### src/hw/rtl/tcw_fifo.sv
// ---------------------------------------------------------------------------
// tcw_fifo
// small register queue with push/full and pop/empty sides
// ---------------------------------------------------------------------------
`timescale 1ns / 1ps
`default_nettype none

module tcw_fifo #(
  parameter int WIDTH = 8,
  parameter int DEPTH = 2
) (
  input  logic             clk,
  input  logic             rst,
  input  logic             push,
  input  logic [WIDTH-1:0] wdata,
  output logic             full,
  input  logic             pop,
  output logic [WIDTH-1:0] rdata,
  output logic             empty
);

  localparam int PTR_W = (DEPTH > 1) ? $clog2(DEPTH) : 1;
  localparam int CNT_W = $clog2(DEPTH + 1);

  logic [WIDTH-1:0] slots [DEPTH];
  logic [PTR_W-1:0] wr_ptr;
  logic [PTR_W-1:0] rd_ptr;
  logic [CNT_W-1:0] count;
  logic             do_push;
  logic             do_pop;

  assign full    = (count == CNT_W'(DEPTH));
  assign empty   = (count == '0);
  assign do_push = push & ~full;
  assign do_pop  = pop & ~empty;
  assign rdata   = slots[rd_ptr];

  always_ff @(posedge clk) begin
    if (rst) begin
      wr_ptr <= '0;
      rd_ptr <= '0;
      count  <= '0;
    end else begin
      if (do_push) begin
        wr_ptr <= (wr_ptr == PTR_W'(DEPTH - 1)) ? '0 : wr_ptr + 1'b1;
      end
      if (do_pop) begin
        rd_ptr <= (rd_ptr == PTR_W'(DEPTH - 1)) ? '0 : rd_ptr + 1'b1;
      end
      case ({do_push, do_pop})
        2'b10:   count <= count + 1'b1;
        2'b01:   count <= count - 1'b1;
        default: count <= count;
      endcase
    end
  end

  always_ff @(posedge clk) begin
    if (do_push) begin
      slots[wr_ptr] <= wdata;
    end
  end

endmodule

`default_nettype wire

### config.mk
export PLATFORM = sky130hd
export DESIGN_NAME = tcw_fifo
export DESIGN_NICKNAME = d
export VERILOG_FILES = /design/src/hw/rtl/tcw_fifo.sv
export SDC_FILE = /design/constraint.sdc
export NUM_CORES = 1
export LEC_CHECK = 0
export BUFFER_PORTS_ARGS = -buffer_cell sky130_fd_sc_hd__buf_2
export CORE_AREA = 10 10 56 54
export DETAILED_ROUTE_END_ITERATION = 16
export DIE_AREA = 0 0 66 64
export GPL_TIMING_DRIVEN = 0
export MAX_ROUTING_LAYER = met4
export PLACE_DENSITY = 0.69
export SYNTH_ARGS = -nofsm -noshare
export SYNTH_HDL_FRONTEND = slang
export SYNTH_SLANG_ARGS = --single-unit
### constraint.sdc
create_clock -name clk -period 1.5 [get_ports clk]
set_input_delay 0.3 -clock clk [delete_from_list [all_inputs] [get_ports clk]]
set_output_delay 0.3 -clock clk [all_outputs]
set_load 0.05 [all_outputs]
==> metrics.log <==
INFO  metric timing.hold.worst_endpoint = slots[1][4]
INFO  metric finalMaxSlewViolations = 0
INFO  metric area_growth = 34.2%
INFO  metric setup.worst_path.end_class = output port
INFO  metric timing.final.crit_period = 1.52 ns
INFO  metric power.switching_fraction = 0.399
INFO  metric critPathMaxFanout = 8
INFO  metric portion_of_the_clock_cycle_consumed_by_the_worst_path_in_the_final_layout = 1.02
INFO  metric firstDrtPassIters = 2
INFO  metric num-fill-cells = 152
INFO  metric nets = 90
INFO  metric seq_power_share = 0.399
INFO  metric numPortBuffers = 21
INFO  metric dieWidth = 66 um
INFO  metric yosys_warnings = 0
INFO  metric number_of_sinks_on_the_clock_net = 21
INFO  metric global_route.usage.total = 0.0741
INFO  metric cts.hold.buffers_added = 0
INFO  metric synth_cell_type_count = 17
INFO  metric area.sequential = 589 sq um
INFO  metric pwr_density_cell = 2020 mW/mm^2
INFO  metric violations = negative setup slack
INFO  metric route.detailed.wl_per_inst = 15.1 um
INFO  metric worst_slew_margin_rel = 0.733
INFO  metric hold_path_class = in -> reg
INFO  metric fmax = 0.656 GHz
INFO  metric yosysSeqAreaShare = 0.727
INFO  metric multi_input_gate_area = 248 sq um
INFO  metric drt_drc_violations_left = 0
INFO  metric worst_path_clk_slew = 0.11 ns
INFO  metric total_net_switching_power = 0.866 mW
INFO  metric cp.required = 1.20 ns
INFO  metric grt_first_pass_wirelength = 2390 um
INFO  metric via_count_of_the_first_global_routing_pass = 522
INFO  metric total_leakage_power = 0.432 nW
INFO  metric grt_remaining_overflow = 0
INFO  metric grt_setup_unrepaired = yes
INFO  metric routed_via_density = 4.83
INFO  metric ctsHtreeMaxLevel = 1
INFO  metric dp.final_hpwl = 1090 um
INFO  metric totalWireLength = 1530 um
INFO  metric insertedDiodeCount = 0
INFO  metric regToRegSetupSlack = 0.07 ns
INFO  metric fin_skew = 0.00332 ns
INFO  metric outcome = finished, violations left
INFO  metric clk-insertion-delay-late = 0.29 ns
INFO  metric post_synth.cell_area_avg = 15.7 sq um
INFO  metric drt_iter0_markers = 29
INFO  metric power.share.combinational = 0.480
INFO  metric most-common-layout-cells = 16 x sky130_fd_sc_hd__edfxtp_1, 12 x sky130_fd_sc_hd__buf_2, 8 x sky130_fd_sc_hd__mux2_4, 8 x sky130_fd_sc_hd__buf_6, 4 x sky130_fd_sc_hd__nor2_1
INFO  metric regToRegEndpoint = count[1]
INFO  metric synth_fp_nets = 64
INFO  metric timing.rr.start = count[0]
INFO  metric post-route-util = 0.576
INFO  metric r2r_cells = 5
INFO  metric critical_path_at = 1.22 ns
INFO  metric area_enclosed_by_the_die_boundary = 0.00422 sq mm
INFO  metric fin_area = 0.00107 sq mm
INFO  metric slew_at_the_pin_closest_to_its_max_slew_limit = 0.401 ns
INFO  metric final_common_cell = sky130_fd_sc_hd__edfxtp_1
INFO  metric share_of_layout_cells_above_drive_strength_1 = 0.539
INFO  metric timing_hold_violations_final = 0
INFO  metric min_path_cells = 1
INFO  metric antenna_violations_before_repair = 0
INFO  metric hold_start = wdata[4]
INFO  metric setup_viol = 8
INFO  metric cell_chosen_for_the_clock_root = sky130_fd_sc_hd__clkbuf_4
INFO  metric vdd.ir_drop.worst = 1.52 mV
INFO  metric post-route-worst-setup-slack = -0.0235 ns
INFO  metric drv.max_cap_violation_count = 0
INFO  metric start_kind = flip-flop
INFO  metric tritoncts = yes
INFO  metric postSynthRegisterBits = 21
INFO  metric cts.path.max_buffers = 2
INFO  metric placedInstanceArea = 935 sq um
INFO  metric placementRows = 15
INFO  metric grt_start_max_net_pins = 12
INFO  metric summed_instance_area_of_the_synthesized_netlist = 798 sq um
INFO  metric post_synth_inst_count = 51
INFO  metric floorplan.die.height = 64 um
INFO  metric placeable_area = 0.00186 sq mm
INFO  metric num_io_pins = 22
INFO  metric starting_density_of_the_core = 0.430
INFO  metric cts-buffers-inserted = 3
INFO  metric crit_type = reg -> out
INFO  metric internal_power = 1.30 mW
INFO  metric clock_power_share = 0.121
INFO  metric gp_routability_congestion = 0.603
INFO  metric drtAntennaViolNets = 0
INFO  metric detailroute.via_count = 488
## layout make-up
cell class,count,area share
Inverter,3,0.0105
Sequential cell,21,0.550
Multi-Input combinational cell,26,0.231
Clock buffer,4,0.0245
Tap cell,25,0.0292
Timing Repair Buffer,22,0.154
## cell families after synthesis
| group | count (synthesis) | synth area share |
|---|---|---|
| mux | 8 | 0.113 |
| compound gates | 5 | 0.0345 |
| buf+inv | 4 | 0.0188 |
| xor+xnor | 3 | 0.0329 |
| simple gates | 9 | 0.0580 |
| fa+ha+maj | 1 | 0.0157 |
| flops | 21 | 0.727 |
## power by group through the flow
stage	clock, mW	sequential [mW]	combinational, mW
2_1_floorplan	0	0.804	0.702
3_3_place_gp	0	0.811	0.859
3_5_place_dp	0	0.818	0.869
4_1_cts	0.269	0.861	0.991
5_1_grt	0.301	0.883	1.11
6_report	0.262	0.865	1.04
## worst max-delay path by stage
stage | to | slack, ns | cells after the start
after floorplan | slots[0][0] | 0.05 | 4
after global placement | rdata[4] | -0.06 | 3
after detailed placement | rdata[5] | -0.04 | 3
after CTS | rdata[5] | -0.04 | 2
after global routing | rdata[5] | -0.08 | 2
final | rdata[4] | -0.02 | 2
## critical path, cell delays in order, from the launching register on
cell and delay, ns:
sky130_fd_sc_hd__dfxtp_4 0.45, sky130_fd_sc_hd__mux2_4 0.32, sky130_fd_sc_hd__buf_6 0.15
## stage by stage
stage / power, mW / setup WS [ns] / cells / setup TNS (ns) / hold WS (ns)
global route: 2.30 / -0.0816 / 101 / -0.609 / 0.166
CTS: 2.12 / -0.0389 / 100 / -0.269 / 0.181
floorplan: 1.51 / 0.0535 / 51 / 0 / 0.369
finish: 2.17 / -0.0235 / 101 / -0.158 / 0.187
detailed placement: 1.69 / -0.0448 / 97 / -0.307 / 0.487
global placement: 1.67 / -0.0577 / 97 / -0.410 / 0.468
## synth_stat cells
cell,n,area (sq um)
sky130_fd_sc_hd__and3_1,1,6.26
sky130_fd_sc_hd__ha_1,1,12.5
sky130_fd_sc_hd__xor2_1,1,8.76
sky130_fd_sc_hd__nand2b_2,1,8.76
sky130_fd_sc_hd__a21oi_1,2,10.0
sky130_fd_sc_hd__o21a_1,1,7.51
sky130_fd_sc_hd__o21ai_0,2,10.0
sky130_fd_sc_hd__xnor2_1,2,17.5
sky130_fd_sc_hd__clkbuf_1,1,3.75
sky130_fd_sc_hd__inv_2,1,3.75
sky130_fd_sc_hd__nor2_1,4,15.0
sky130_fd_sc_hd__edfxtp_1,16,480
sky130_fd_sc_hd__nand2_1,1,3.75
sky130_fd_sc_hd__or3_1,2,12.5
sky130_fd_sc_hd__mux2_2,8,90.1
sky130_fd_sc_hd__dfxtp_1,5,100
sky130_fd_sc_hd__inv_1,2,7.51
## registers in the layout, indices dropped and copies added (netlist names), named ones only
signal	flops
rd_ptr	1
slots	16
wr_ptr	1
count	2
## per-layer routing
| metal | global-route usage | share of wire | routed length, um | vias up |
|---|---|---|---|---|
| li1 | - | - | - | 235 |
| met1 | 0.0794 | 0.40 | 605 | 238 |
| met2 | 0.122 | 0.56 | 851 | 13 |
| met3 | 0.0192 | 0.037 | 56 | 2 |
| met4 | 0.0393 | 0.0079 | 12 | 0 |
| met5 | - | 0 | 0 | - |
## repair_timing
action / CTS / global route
endpoints found under the setup margin: 10 / 10
buffers inserted: 0 / 1
gates resized for setup: 27 / 6
pin swaps: 0 / 1
hold endpoints to repair: 0 / 0
(Power assumes the default switching activity.)
