**src/hw/rtl/tcw_pkg.sv**
```systemverilog
// ---------------------------------------------------------------------------
// tcw_pkg
// types and constants shared by the text console writer modules
// ---------------------------------------------------------------------------
`timescale 1ns / 1ps
`default_nettype none

package tcw_pkg;

  // widest row and column indexes over the supported screen sizes
  localparam int ROW_W = 7;
  localparam int COL_W = 8;
  localparam int CELL_W = 16;
  // wide enough for any row * columns + column address
  localparam int CALC_W = 16;

  localparam logic [CELL_W-1:0] BLANK_CELL     = 16'h0720;
  localparam logic [7:0]        TEXT_ATTR      = 8'h07;
  localparam logic [CELL_W-1:0] BACKSPACE_CELL = 16'h0020;

  localparam logic [7:0] CH_NEWLINE   = 8'd10;
  localparam logic [7:0] CH_RETURN    = 8'd13;
  localparam logic [7:0] CH_BACKSPACE = 8'd8;

  localparam int OP_QUEUE_DEPTH  = 4;
  localparam int RES_QUEUE_DEPTH = 2;

  typedef enum logic [1:0] {
    CMD_PUT   = 2'd0,
    CMD_READ  = 2'd1,
    CMD_CLEAR = 2'd2
  } cmd_t;

  typedef enum logic [2:0] {
    OP_NOP    = 3'd0,
    OP_WRITE  = 3'd1,
    OP_READ   = 3'd2,
    OP_CLEAR  = 3'd3,
    OP_SCROLL = 3'd4
  } op_kind_t;

  // one classified operation for the back end
  typedef struct packed {
    op_kind_t              kind;
    logic [ROW_W-1:0]      row;
    logic [COL_W-1:0]      col;
    logic [CELL_W-1:0]     data;
    logic [ROW_W-1:0]      cur_row;
    logic [COL_W-1:0]      cur_col;
  } op_t;

  // one finished result beat
  typedef struct packed {
    logic [CELL_W-1:0]     value;
    logic [ROW_W-1:0]      cur_row;
    logic [COL_W-1:0]      cur_col;
  } res_t;

endpackage

`default_nettype wire

```
**src/hw/rtl/tcw_front.sv**
```systemverilog
// ---------------------------------------------------------------------------
// tcw_front
// owns the cursor and turns each accepted beat into one screen operation
// ---------------------------------------------------------------------------
`timescale 1ns / 1ps
`default_nettype none

module tcw_front #(
  parameter int COLUMNS = 80,
  parameter int ROWS    = 25
) (
  input  logic              clk,
  input  logic              rst,
  input  logic              accept,
  input  logic [1:0]        cmd,
  input  logic [7:0]        char_code,
  input  logic [4:0]        cell_row,
  input  logic [6:0]        cell_col,
  output tcw_pkg::op_t      op
);

  logic [tcw_pkg::ROW_W-1:0] crow;
  logic [tcw_pkg::ROW_W-1:0] crow_next;
  logic [tcw_pkg::COL_W-1:0] ccol;
  logic [tcw_pkg::COL_W-1:0] ccol_next;
  logic                      read_ok;

  assign read_ok = (int'(cell_row) < ROWS) && (int'(cell_col) < COLUMNS);

  always_comb begin
    crow_next = crow;
    ccol_next = ccol;
    op.kind   = tcw_pkg::OP_NOP;
    op.row    = crow;
    op.col    = ccol;
    op.data   = tcw_pkg::BLANK_CELL;
    unique case (cmd)
      tcw_pkg::CMD_PUT: begin
        case (char_code)
          tcw_pkg::CH_NEWLINE: begin
            ccol_next = '0;
            if (int'(crow) == ROWS - 1) begin
              // scroll: back end rotates rows starting at logical row zero
              op.kind = tcw_pkg::OP_SCROLL;
              op.row  = '0;
              op.col  = '0;
            end else begin
              crow_next = crow + 1'b1;
            end
          end
          tcw_pkg::CH_RETURN: begin
            ccol_next = '0;
          end
          tcw_pkg::CH_BACKSPACE: begin
            if (ccol != '0) begin
              ccol_next = ccol - 1'b1;
              op.kind   = tcw_pkg::OP_WRITE;
              op.col    = ccol - 1'b1;
              op.data   = tcw_pkg::BACKSPACE_CELL;
            end
          end
          default: begin
            op.kind = tcw_pkg::OP_WRITE;
            op.data = {tcw_pkg::TEXT_ATTR, char_code};
            if (int'(ccol) != COLUMNS - 1) begin
              ccol_next = ccol + 1'b1;
            end
          end
        endcase
      end
      tcw_pkg::CMD_READ: begin
        if (read_ok) begin
          op.kind = tcw_pkg::OP_READ;
          op.row  = {2'b00, cell_row};
          op.col  = {1'b0, cell_col};
        end
      end
      tcw_pkg::CMD_CLEAR: begin
        op.kind = tcw_pkg::OP_CLEAR;
      end
      default: begin
        op.kind = tcw_pkg::OP_NOP;
      end
    endcase
    op.cur_row = crow_next;
    op.cur_col = ccol_next;
  end

  always_ff @(posedge clk) begin
    if (rst) begin
      crow <= '0;
      ccol <= '0;
    end else if (accept) begin
      crow <= crow_next;
      ccol <= ccol_next;
    end
  end

endmodule

`default_nettype wire

```
**config.mk**
```make
export PLATFORM = sky130hd
export DESIGN_NAME = tcw_front
export DESIGN_NICKNAME = d
export VERILOG_FILES = /design/src/hw/rtl/tcw_pkg.sv /design/src/hw/rtl/tcw_front.sv
export SDC_FILE = /design/constraint.sdc
export NUM_CORES = 1
export LEC_CHECK = 0
export ABC_AREA = 1
export ABC_CLOCK_PERIOD_IN_PS = 2000
export BUFFER_PORTS_ARGS = -buffer_cell sky130_fd_sc_hd__buf_4
export CAP_MARGIN = 10
export CORE_MARGIN = 5
export CORE_UTILIZATION = 52
export CTS_BUF_LIST = sky130_fd_sc_hd__clkbuf_16
export DETAILED_ROUTE_END_ITERATION = 7
export GPL_ROUTABILITY_DRIVEN = 0
export PLACE_DENSITY_LB_ADDON = 0.05
export SLEW_MARGIN = 15
export SYNTH_ARGS = -nofsm -noshare
export SYNTH_HDL_FRONTEND = slang
export SYNTH_SLANG_ARGS = --single-unit
```
**constraint.sdc**
```tcl
create_clock -name clk -period 2 [get_ports clk]
set_input_delay 0.4 -clock clk [delete_from_list [all_inputs] [get_ports clk]]
set_output_delay 0.4 -clock clk [all_outputs]
set_load 0.02 [all_outputs]
```
==> impl_metrics.py <==
metrics = {
    "yosys": {
        "synth.avg_cell_area_sq_um": 5.39,
        "synth-edff-count": 0,
        "ys_types": 35,
        "synth_seq_cells": 15,
        "synth-warning-count": 0,
        "ys_seq_area_frac": 0.132,
        "synth_flop_cell": "dfxtp_1",
        "async_flop_share": 0,
        "syn_area_sq_mm": 0.00227,
        "syn_inst": 421,
    },
    "route": {
        "dr.pass1.iters": 5,
        "via_per_inst": 5.70,
        "drc_errors": 0,
        "drt-total-wl_mm": 10.2,
        "drt_iter0_markers": 340,
        "avgRoutedWirePerCell_microns": 17.1,
        "drtAntennaViolNets": 0,
        "dr_total_vias": 3391,
    },
    "pwr": {
        "p_leak_nw": 2.09,
        "p_per_area_mw_per_mm2": 429,
        "ir_drop_mv": 0.566,
    },
    "place": {
        "dp_hpwl_mm": 6.00,
        "place_area_sq_mm": 0.00308,
        "io_buffers": 68,
    },
    "worst_setup_path": {
        "endpoint_kind": "output port",
        "critPathSlowestCell": "dfxtp_1",
        "critPathMaxFanout": 7,
        "start_kind": "register",
        "path_cells": "nand3_4, nor3_4, nand2_2, nand2_4, nor2_1, o21ai_1, nand3_1, buf_6",
        "crit_path_max_incr_delay_ps": 400,
        "crit_family": "simple AND/OR/NAND/NOR gates",
        "worstPathArrival_ps": 1760,
        "path_buf_inv": 1,
        "critPathKind": "register to output port",
        "worstPathRequired_ps": 1600,
    },
    "clock_network": {
        "cts_buffer_depth": 2,
        "cts_made_buffers": 3,
        "clock_sinks": 15,
        "ctsRootBufferMaster": "clkbuf_16",
        "clk_latency_ps": 250,
        "cts_tree": "done",
        "htreeDepth": 1,
        "cts.clk_slew.worst_paths_ps": 50,
    },
    "die": {
        "die_area_sq_mm": 0.00579,
        "io_pins": 74,
        "fp-row-count": 24,
        "start_util": 0.529,
        "die_h_microns": 76.1,
        "fp.dieW_microns": 76.1,
        "core_area_sq_mm": 0.00429,
    },
    "layout": {
        "num-fill-cells": 211,
        "drive_gt1_frac": 0.495,
        "syn_to_final_growth_pct": 69.0,
        "layout_commonest_cell": "nand2_1",
        "final_nets": 574,
        "antenna_cells": 0,
        "utilization": 0.893,
        "final_cell_mix": "nand2_1 (120), buf_4 (98), inv_1 (46), buf_6 (34), nand3_1 (26)",
        "fin_area_sq_mm": 0.00383,
    },
    "global_routing": {
        "grt.total_usage": 0.274,
        "antenna_found_initial": 0,
        "grt_pass1_wl_mm": 13.6,
        "grt_max_degree": 18,
        "grt_pass1_vias": 3077,
        "grt_overflow": 0,
    },
    "sta": {
        "fin_crit_sh": 1.08,
        "skew_ps": 1.25,
        "rsz0062_at_grt": "true",
        "finalSetupViolCount": 24,
        "fin_ws_ps": -165,
        "finalHoldViolations": 0,
        "max_freq_mhz": 462,
        "post-route-min-period_ps": 2160,
        "slew_violations": 0,
    },
    "outcome": {
        "outcome": "finished with violations",
        "failed_checks": "negative setup slack",
    },
    "run": {
        "max_cap_viol_count": 0,
    },
    "hold_path": {
        "hold_path_class": "primary input to register",
    },
}
==> sequential cells by signal (all words and copies together), names as in the netlist <==
name	count
ccol	8
crow	7
==> path summary, 6_finish.rpt <==
| kind | cells past startpoint | to | startpoint | slack (ps) |
|---|---|---|---|---|
| worst max register to register | 10 | crow[0] | crow[4] | 210 |
| worst max-delay path | 8 | op[32] | crow[4] | -160 |
| worst min register to register | 2 | ccol[5] | ccol[5] | 650 |
| worst min-delay path | 2 | ccol[7] | accept | 470 |
==> synth_stat cells, types with 3 or more instances <==
cell type | count | area, sq um
a21oi_1 | 17 | 85.1
buf_4 | 11 | 82.6
clkbuf_1 | 4 | 15.0
dfxtp_1 | 15 | 300
ha_1 | 5 | 62.6
inv_1 | 65 | 244
inv_2 | 8 | 30.0
nand2_1 | 144 | 541
nand2_2 | 7 | 43.8
nand3_1 | 40 | 200
nand4_1 | 9 | 56.3
nor2_1 | 28 | 105
nor2_2 | 4 | 25.0
nor2_4 | 7 | 78.8
nor2_8 | 3 | 60.1
nor3_1 | 3 | 15.0
o21ai_0 | 19 | 95.1
o21ai_1 | 10 | 50.1
==> kinds of logic (layout without fill, tap and decap cells) <==
group / after synthesis / after routing / share of synthesized area
buffers and inverters: 93 / 211 / 0.178
XOR/XNOR: 2 / 2 / 0.00772
AND/OR/NAND/NOR: 249 / 249 / 0.518
flip-flops: 15 / 15 / 0.132
AO/OA/AOI/OAI: 56 / 56 / 0.136
other: 1 / 5 / 0.00165
adder cells (fa/ha/maj): 5 / 5 / 0.0276
==> stage by stage <==
step	setup WS (ps)	power, mW	hold slack [ps]	setup TNS, ps	instances
6_report	-165	1.65	471	-2210	595
5_1_grt	-285	1.71	493	-4050	595
4_1_cts	-37.7	1.51	456	-290	582
3_5_place_dp	-190	1.03	630	-1280	568
3_3_place_gp	-146	1.02	617	-646	568
2_1_floorplan	35.5	0.751	523	0	425
==> area by class of cell <==
class,instances,area [sq um],area share
repair buffers,133,1140,0.297
clock inverters,1,5.00,0.00131
clock buffers,3,75.1,0.0196
well taps,52,65.1,0.0170
inverters,74,290,0.0757
multi-input cells,317,1940,0.505
flip-flops and latches,15,324,0.0845
==> what timing repair did <==
| action | CTS | global route |
|---|---|---|
| resized for setup | 70 | 94 |
| hold buffers | 0 | 0 |
| pin swaps | 20 | 23 |
| setup endpoints to repair | 31 | 26 |
| buffers inserted | 11 | 13 |
| hold endpoints to repair | 0 | 0 |
==> report_power, final <==
| group | switching, mW | internal [mW] |
|---|---|---|
| combinational | 0.506 | 0.373 |
| sequential | 0.0364 | 0.321 |
| clock | 0.141 | 0.268 |
| total | 0.683 | 0.962 |
==> routing by layer <==
metal,routed length (microns),GRT usage
met5,0,0
met4,560,0.122
met3,1120,0.0437
met2,5010,0.489
met1,3500,0.316
Power figures use the tool's default switching activity.
